$ cat src/hw/rtl/chained_hash_table_defines.svh
// Assertion macros for the chained hash table RTL.
// Included by the top level; clk_i and rst_ni must be in scope where used.
`ifndef CHAINED_HASH_TABLE_DEFINES_SVH
`define CHAINED_HASH_TABLE_DEFINES_SVH
`ifndef ASSERT_OFF
`define CHT_ASSERT(lbl, prop) \
  lbl: assert property (@(posedge clk_i) disable iff (!rst_ni) (prop)) \
    else $error("chained_hash_table assertion failed");
`define CHT_ASSERT_NR(lbl, prop) \
  lbl: assert property (@(posedge clk_i) (prop)) \
    else $error("chained_hash_table reset assertion failed");
`else
`define CHT_ASSERT(lbl, prop)
`define CHT_ASSERT_NR(lbl, prop)
`endif
`endif

$ cat src/hw/rtl/cht_pkg.sv
// Shared constants for the chained hash table.
// Used by cht_mod and chained_hash_table; depends on nothing.
package cht_pkg;

  localparam int KEY_W    = 31;
  localparam int ACT_W    = 2;
  localparam int STAT_W   = 3;
  localparam int BUCKET_W = 4;

  localparam logic [ACT_W-1:0] ACT_INSERT = 2'd0;
  localparam logic [ACT_W-1:0] ACT_SEARCH = 2'd1;
  localparam logic [ACT_W-1:0] ACT_REMOVE = 2'd2;

  localparam logic [STAT_W-1:0] STAT_INSERTED  = 3'd0;
  localparam logic [STAT_W-1:0] STAT_FOUND     = 3'd1;
  localparam logic [STAT_W-1:0] STAT_NOT_FOUND = 3'd2;
  localparam logic [STAT_W-1:0] STAT_REMOVED   = 3'd3;
  localparam logic [STAT_W-1:0] STAT_FULL      = 3'd4;

  // The modulo unit consumes the key one byte per cycle.
  localparam int MOD_STEP_W = 8;
  localparam int MOD_STEPS  = 4;
  localparam int MOD_IN_W   = MOD_STEP_W * MOD_STEPS;

endpackage

$ cat src/hw/rtl/cht_mod.sv
// Multi-cycle unit that reduces a key modulo the bucket count.
// Depends on cht_pkg for the key width and the step size.
module cht_mod #(
  parameter int NUM_BUCKETS = 13
) (
  input  logic                            clk_i,
  input  logic                            rst_ni,
  input  logic                            start_i,
  input  logic [cht_pkg::KEY_W-1:0]       key_i,
  output logic                            done_o,
  output logic [$clog2(NUM_BUCKETS)-1:0]  rem_o
);

  localparam int RemW = $clog2(NUM_BUCKETS);
  localparam int TW   = RemW + cht_pkg::MOD_STEP_W;
  localparam int CntW = $clog2(cht_pkg::MOD_STEPS);

  logic                          busy_q, busy_d;
  logic                          done_q, done_d;
  logic [CntW-1:0]               cnt_q, cnt_d;
  logic [cht_pkg::MOD_IN_W-1:0]  key_q, key_d;
  logic [RemW-1:0]               rem_q, rem_d;
  logic [TW-1:0]                 acc;

  // Each step folds in one byte; the partial value stays below 256 times
  // the bucket count, so eight compare-subtract stages bring it back in range.
  always_comb begin
    logic [TW-1:0] sub;
    acc = {rem_q, key_q[cht_pkg::MOD_IN_W-1 -: cht_pkg::MOD_STEP_W]};
    for (int k = cht_pkg::MOD_STEP_W - 1; k >= 0; k--) begin
      sub = TW'(NUM_BUCKETS) << k;
      if (acc >= sub) begin
        acc = acc - sub;
      end
    end
  end

  always_comb begin
    busy_d = busy_q;
    done_d = 1'b0;
    cnt_d  = cnt_q;
    key_d  = key_q;
    rem_d  = rem_q;
    if (start_i) begin
      busy_d = 1'b1;
      cnt_d  = '0;
      key_d  = cht_pkg::MOD_IN_W'(key_i);
      rem_d  = '0;
    end else if (busy_q) begin
      rem_d = acc[RemW-1:0];
      key_d = key_q << cht_pkg::MOD_STEP_W;
      cnt_d = cnt_q + 1'b1;
      if (cnt_q == CntW'(cht_pkg::MOD_STEPS - 1)) begin
        busy_d = 1'b0;
        done_d = 1'b1;
      end
    end
  end

  always_ff @(posedge clk_i or negedge rst_ni) begin
    if (!rst_ni) begin
      busy_q <= 1'b0;
      done_q <= 1'b0;
      cnt_q  <= '0;
    end else begin
      busy_q <= busy_d;
      done_q <= done_d;
      cnt_q  <= cnt_d;
    end
  end

  always_ff @(posedge clk_i) begin
    key_q <= key_d;
    rem_q <= rem_d;
  end

  assign done_o = done_q;
  assign rem_o  = rem_q;

endmodule

$ cat src/hw/rtl/chained_hash_table.sv
// Top level of the chained hash table: request handshake, bucket row memory
// and the read-modify-write datapath. Depends on cht_pkg, cht_mod and the
// assertion macros in chained_hash_table_defines.svh.
//
// Each word in carries an action (insert, search, remove) and a 31-bit key;
// each gives exactly one word out with a status and the low four bits of the
// bucket index. One request is handled at a time, in order: acceptance, the
// modulo unit (one key byte per cycle), the bucket row read and the parallel
// compare and write-back, which waits while an unaccepted result word is held.
// Every bucket is one wide memory row with its fill count. After reset a
// clearing pass over all NUM_BUCKETS rows zeroes the counts, and no request is
// accepted until it ends. A finished result waits in an output register while
// the next request is accepted.
`include "chained_hash_table_defines.svh"

module chained_hash_table #(
  parameter int NUM_BUCKETS = 13,
  parameter int CHAIN_DEPTH = 8
) (
  input  logic                           clk_i,
  input  logic                           rst_ni,
  input  logic                           in_valid_i,
  output logic                           in_ready_o,
  input  logic [cht_pkg::ACT_W-1:0]      action_i,
  input  logic [cht_pkg::KEY_W-1:0]      key_i,
  output logic                           out_valid_o,
  input  logic                           out_ready_i,
  output logic [cht_pkg::STAT_W-1:0]     status_o,
  output logic [cht_pkg::BUCKET_W-1:0]   bucket_o
);

  localparam int RowW = $clog2(NUM_BUCKETS);
  localparam int CntW = $clog2(CHAIN_DEPTH + 1);

  localparam logic [1:0] ST_CLR  = 2'd0;
  localparam logic [1:0] ST_IDLE = 2'd1;
  localparam logic [1:0] ST_MOD  = 2'd2;
  localparam logic [1:0] ST_EXEC = 2'd3;

  typedef struct packed {
    logic [CntW-1:0]                          cnt;
    logic [CHAIN_DEPTH-1:0][cht_pkg::KEY_W-1:0] keys;
  } row_t;

  logic [1:0]                   state_q, state_d;
  logic [RowW-1:0]              clr_q, clr_d;
  logic [RowW-1:0]              row_q, row_d;
  logic [cht_pkg::ACT_W-1:0]    act_q, act_d;
  logic [cht_pkg::KEY_W-1:0]    key_q, key_d;
  logic                         out_valid_q, out_valid_d;
  logic [cht_pkg::STAT_W-1:0]   status_q, status_d;
  logic [cht_pkg::BUCKET_W-1:0] bucket_q, bucket_d;

  row_t                         row_mem [NUM_BUCKETS];
  row_t                         rd_q;
  row_t                         new_row;
  logic [cht_pkg::STAT_W-1:0]   new_status;

  logic                         mod_start;
  logic                         mod_done;
  logic [RowW-1:0]              mod_rem;
  logic                         wr_go;
  logic                         mem_we;
  logic [RowW-1:0]              mem_waddr;
  row_t                         mem_wdata;

  logic [CHAIN_DEPTH-1:0]       hit;
  logic [CHAIN_DEPTH-1:0]       shift_from;
  logic                         found;
  logic                         full;

  assign in_ready_o = (state_q == ST_IDLE);
  assign mod_start  = in_valid_i && in_ready_o;
  assign wr_go      = (state_q == ST_EXEC) && (!out_valid_q || out_ready_i);

  cht_mod #(
    .NUM_BUCKETS(NUM_BUCKETS)
  ) u_mod (
    .clk_i  (clk_i),
    .rst_ni (rst_ni),
    .start_i(mod_start),
    .key_i  (key_i),
    .done_o (mod_done),
    .rem_o  (mod_rem)
  );

  // Slots below the fill count are compared in parallel. From the first hit
  // upward every slot takes its upper neighbor, which removes that entry.
  always_comb begin
    for (int i = 0; i < CHAIN_DEPTH; i++) begin
      hit[i] = (rd_q.keys[i] == key_q) && (CntW'(i) < rd_q.cnt);
    end
    found      = |hit;
    shift_from = hit | ~(hit - CHAIN_DEPTH'(1));
    full       = (rd_q.cnt == CntW'(CHAIN_DEPTH));
  end

  always_comb begin
    new_row    = rd_q;
    new_status = cht_pkg::STAT_NOT_FOUND;
    case (act_q)
      cht_pkg::ACT_INSERT: begin
        if (full) begin
          new_status = cht_pkg::STAT_FULL;
        end else begin
          for (int i = 0; i < CHAIN_DEPTH; i++) begin
            if (CntW'(i) == rd_q.cnt) begin
              new_row.keys[i] = key_q;
            end
          end
          new_row.cnt = rd_q.cnt + 1'b1;
          new_status  = cht_pkg::STAT_INSERTED;
        end
      end
      cht_pkg::ACT_REMOVE: begin
        if (found) begin
          for (int i = 0; i < CHAIN_DEPTH - 1; i++) begin
            if (shift_from[i]) begin
              new_row.keys[i] = rd_q.keys[i+1];
            end
          end
          new_row.cnt = rd_q.cnt - 1'b1;
          new_status  = cht_pkg::STAT_REMOVED;
        end
      end
      default: begin
        new_status = found ? cht_pkg::STAT_FOUND : cht_pkg::STAT_NOT_FOUND;
      end
    endcase
  end

  always_comb begin
    state_d     = state_q;
    clr_d       = clr_q;
    row_d       = row_q;
    act_d       = act_q;
    key_d       = key_q;
    out_valid_d = out_valid_q && !out_ready_i;
    status_d    = status_q;
    bucket_d    = bucket_q;
    case (state_q)
      ST_CLR: begin
        clr_d = clr_q + 1'b1;
        if (clr_q == RowW'(NUM_BUCKETS - 1)) begin
          state_d = ST_IDLE;
        end
      end
      ST_IDLE: begin
        if (in_valid_i) begin
          act_d   = action_i;
          key_d   = key_i;
          state_d = ST_MOD;
        end
      end
      ST_MOD: begin
        if (mod_done) begin
          row_d   = mod_rem;
          state_d = ST_EXEC;
        end
      end
      ST_EXEC: begin
        if (wr_go) begin
          out_valid_d = 1'b1;
          status_d    = new_status;
          bucket_d    = cht_pkg::BUCKET_W'(row_q);
          state_d     = ST_IDLE;
        end
      end
      default: begin
        state_d = ST_IDLE;
      end
    endcase
  end

  always_ff @(posedge clk_i or negedge rst_ni) begin
    if (!rst_ni) begin
      state_q     <= ST_CLR;
      clr_q       <= '0;
      out_valid_q <= 1'b0;
    end else begin
      state_q     <= state_d;
      clr_q       <= clr_d;
      out_valid_q <= out_valid_d;
    end
  end

  always_ff @(posedge clk_i) begin
    row_q    <= row_d;
    act_q    <= act_d;
    key_q    <= key_d;
    status_q <= status_d;
    bucket_q <= bucket_d;
  end

  assign mem_we    = (state_q == ST_CLR) || wr_go;
  assign mem_waddr = (state_q == ST_CLR) ? clr_q : row_q;
  assign mem_wdata = (state_q == ST_CLR) ? row_t'('0) : new_row;

  always_ff @(posedge clk_i) begin
    if (mem_we) begin
      row_mem[mem_waddr] <= mem_wdata;
    end
    if (mod_done) begin
      rd_q <= row_mem[mod_rem];
    end
  end

  assign out_valid_o = out_valid_q;
  assign status_o    = status_q;
  assign bucket_o    = bucket_q;

  `CHT_ASSERT(a_clr_blocks_input, (state_q == ST_CLR) |-> !in_ready_o)
  `CHT_ASSERT(a_mod_done_in_mod, mod_done |-> (state_q == ST_MOD))
  `CHT_ASSERT(a_writeback_gives_word, wr_go |=> out_valid_o)
  `CHT_ASSERT(a_count_bounded, (state_q == ST_EXEC) |-> (rd_q.cnt <= CntW'(CHAIN_DEPTH)))
  `CHT_ASSERT_NR(a_reset_clears, !rst_ni |=> (!rst_ni || ((state_q == ST_CLR) && !out_valid_o)))

endmodule

$ cat config.mk
export PLATFORM = sky130hd
export DESIGN_NAME = chained_hash_table
export DESIGN_NICKNAME = d
export VERILOG_FILES = /design/src/hw/rtl/cht_pkg.sv /design/src/hw/rtl/cht_mod.sv /design/src/hw/rtl/chained_hash_table.sv
export VERILOG_INCLUDE_DIRS = /design/src /design/src/hw/rtl
export SDC_FILE = /design/constraint.sdc
export NUM_CORES = 2
export LEC_CHECK = 0
export BUFFER_PORTS_ARGS = -buffer_cell sky130_fd_sc_hd__buf_2
export CORE_ASPECT_RATIO = 1.4
export CORE_MARGIN = 3
export CORE_UTILIZATION = 30
export CTS_CLUSTER_DIAMETER = 100
export CTS_CLUSTER_SIZE = 40
export DETAILED_ROUTE_END_ITERATION = 12
export PLACE_DENSITY = 0.55
export RECOVER_POWER = 100
export SYNTH_ARGS = -nofsm -noshare
export SYNTH_HDL_FRONTEND = slang
export SYNTH_SLANG_ARGS = --single-unit
$ cat constraint.sdc
create_clock -name clk_i -period 13.8 [get_ports clk_i]
set_input_delay 1.38 -clock clk_i [delete_from_list [all_inputs] [get_ports clk_i]]
set_output_delay 1.38 -clock clk_i [all_outputs]
set_load 0.05 [all_outputs]
==> metrics.md <==
| Metric | Value |
|---|---|
| Commonest non-fill, non-tap cells in the layout | `edfxtp_1, mux4_2, nor2_1` |
| Outcome | `complete, but fails checks` |
| Part of the power in combinational logic | `37.8%` |
| Clock power share | `13.8%` |
| Clock-pin slew on the worst setup and hold paths | `0.14 ns` |
| WP data arrival | `12.01 ns` |
| First-pass GRT wire length | `569000 µm` |
| Die height | `824 µm` |
| Pwr Total | `32.4 mW` |
| P_sw | `11.0 mW` |
| Mean post-synth cell area | `20.9 µm²` |
| Reg area | `109000 µm²` |
| Commonest non-fill, non-tap cell in the layout | `edfxtp_1` |
| Multi-input gate area | `33300 µm²` |
| Chip width | `591 µm` |
| FILL cells | `45.2k` |
| DP Wirelength | `225000 µm` |
| Worst Tran Pin Value | `9.06 ns` |
| Mapped Area | `143000 µm²` |
| Fraction of the cycle the final worst path needs | `82.5%` |
| CP Class | `flop to flop` |
| Final ANT Viol Nets | `0` |
| Largest stage delay on the critical path | `2.82 ns` |
| Drt wl/cell | `30.4 µm` |
| Gr usage total | `16.2%` |
| Yosys cell types | `101` |
| VDD IR-drop max | `0.000358 V` |
| I/O Buffers | `45` |
| # IOs | `46` |
| RePlAce Congestion | `0.867` |
| Synth area leaders | `edfxtp_1, mux4_2, nor2_1, nor4_1, xor2_1` |
| Post-route cell area | `155000 µm²` |
| EDFF count, synth | `3603` |
| Sw Ratio | `33.9%` |
| Max Root-Sink Buffers | `3` |
| Hold_buf cts | `0` |
| Post-Syn Instances | `6864` |
| Post-CTS Setup Bufs | `0` |
| Highest clock rate | `0.0878 GHz` |
| Max-cap violations | `183` |
| Int Pwr | `21.4 mW` |
| Area of the core | `475000 µm²` |
| Final Hold Viols | `0` |
| Worst setup EP type | `flop` |
| Top FF cell, synth | `edfxtp_1` |
| DRT iter0 DRCs | `7638` |
| Syn_nets | `6918` |
| Lkg Pwr | `45.6 nW` |
| Root Driver | `clkbuf_16` |
| Area delta synth->final | `7.78%` |
| Failing checks | `max-capacitance violations, max-slew violations` |
| Drt pass-1 iters | `9` |
| Share of cells above drive strength 1 | `19.1%` |
| CP cell instances | `clkbuf_1 -> clkbuf_1 -> buf_4 -> buf_4 -> buf_4 -> buf_4 -> mux4_2` |
| CTS Sinks | `3619` |
| Sequential power share | `48.4%` |
| #FFs+latches synth | `3619` |
| Critical path required time | `14.42 ns` |
| DR vias/cell | `5.29` |
| Placed inst area | `153000 µm²` |
| Number of global-route vias before repair | `72.8k` |
| Routed WL | `403000 µm` |
| Top cell type's share of synthesized area | `75.4%` |
| Nets | `6964` |
| Sequential fraction of the synthesis area | `75.7%` |
| Final Max Slew Viols | `4832` |
| CTS HTree Levels | `3` |
| Largest net degree at the start of global routing | `147` |
| Most frequent CP cell | `buf_4` |
| Synth warn | `0` |
| Grt total ovfl | `0` |
| Post-layout min period | `11.39 ns` |
| DR DRC count | `0` |
| Area leader, netlist | `edfxtp_1` |
| Row count | `299` |
| CP Launch Type | `flop` |
| Die area | `487000 µm²` |
| CTS tree | `yes` |
| Clock skew | `0.103 ns` |
| Power per cell area | `209 nW/µm²` |
| Resized Gates After CTS | `0` |
| Total CTS buffers | `102` |
| Initial Util | `30.2%` |
| FFs w/ async S/R, synth | `0.304%` |
| Clock insertion delay at the later pin of the skew report | `0.90 ns` |
| Unrepaired setup endpoints after global routing | `false` |
| Critical Path Fanout Max | `40` |
| Slew margin rel. | `-504%` |
| Vias | `70.2k` |
| Total negative setup slack | `0 ns` |
| Hold Worst Slack | `0.529 ns` |
| Fin util | `32.6%` |
| Hold crit path type | `input port to asynchronous set/reset pin` |
| CP max stage cell | `clkbuf_1` |
| Antenna violations before repair | `7` |
| Final setup fails | `0` |
worst max-delay path, delay by kind of cell, from the launching register on:
| family | cells | cell delay [ns] |
|---|---|---|
| buf+inv | 6 | 8.40 |
| flops | 1 | 2.01 |
| mux | 1 | 0.42 |
synth_stat cells (17+ instances only):
| library cell | instances |
|---|---|
| mux2_2 | 26 |
| nand3_1 | 22 |
| inv_1 | 26 |
| xor2_1 | 168 |
| nand4_1 | 40 |
| clkbuf_1 | 307 |
| nand2_1 | 115 |
| nor4_1 | 266 |
| nor2_1 | 713 |
| edfxtp_1 | 3603 |
| mux4_2 | 1008 |
| nor3_1 | 21 |
| mux2i_1 | 22 |
| buf_1 | 93 |
| ha_1 | 17 |
| o21ai_0 | 21 |
| a21oi_1 | 76 |
| xnor2_1 | 93 |
area by class of cell:
| class | count | area share, % |
|---|---|---|
| repair buffers | 357 | 1.27 |
| clock buffers | 112 | 1.69 |
| clock inverters | 14 | 0.104 |
| multi-input cells | 2801 | 21.5 |
| diodes | 6 | 0.00971 |
| well taps | 6321 | 5.11 |
| flip-flops and latches | 3619 | 70.2 |
| inverters | 29 | 0.0712 |
path summary, 6_finish.rpt:
| path | start | endpoint | slack [ns] | cells after the start |
|---|---|---|---|---|
| worst min register to register | row_q[0] | bucket_o[0] | 0.53 | 0 |
| min in group clk_i | row_q[0] | bucket_o[0] | 0.53 | 0 |
| worst max-delay path | u_mod.rem_o[2] | rd_q[222] | 2.41 | 7 |
| worst max register to register | u_mod.rem_o[2] | rd_q[222] | 2.41 | 7 |
| max in group asynchronous | rst_ni | u_mod.busy_q | 12.78 | 1 |
| worst min-delay path | rst_ni | state_q[0] | 0.53 | 1 |
power groups by stage:
stage	Sequential (mW)	Clock, mW	Combinational [mW]
after global placement	15.7	0	12.0
after detailed placement	15.8	0	12.2
after floorplan	15.8	0	8.50
final	15.7	4.48	12.2
after CTS	15.5	4.62	12.3
after global routing	15.8	4.93	13.0
state kept, by name, indices dropped and copies added, names as in the netlist, 2 cells and up:
name         count
key_q           31
row_q            4
u_mod.key_q     32
clr_q            4
state_q          2
u_mod.rem_o      4
row_mem       3276
bucket_o         4
rd_q           252
act_q            2
u_mod.cnt_q      2
status_o         3
cell families after synthesis:
| family | share of synthesized area, % |
|---|---|
| adders and majority gates | 0.148 |
| xor gates and xnor gates | 1.60 |
| buffers and inverters | 1.19 |
| DFF | 75.7 |
| and+or+nand+nor | 4.00 |
| AOI/OAI and AO/OA | 1.17 |
| muxes | 16.2 |
through the flow:
step                instances  setup WS [ns]
floorplan                6864          0.329
global placement        13100           5.63
detailed placement      13100           5.17
CTS                     13300           5.10
global route            13300           2.21
finish                  13300           2.41
layer usage:
layer	routed length (µm)	GRT usage (%)
met1	155000	20.1
met2	210000	29.1
met3	18400	1.38
met4	19200	6.70
met5	0	0
No activity file was read; power rests on OpenSTA's default activity.
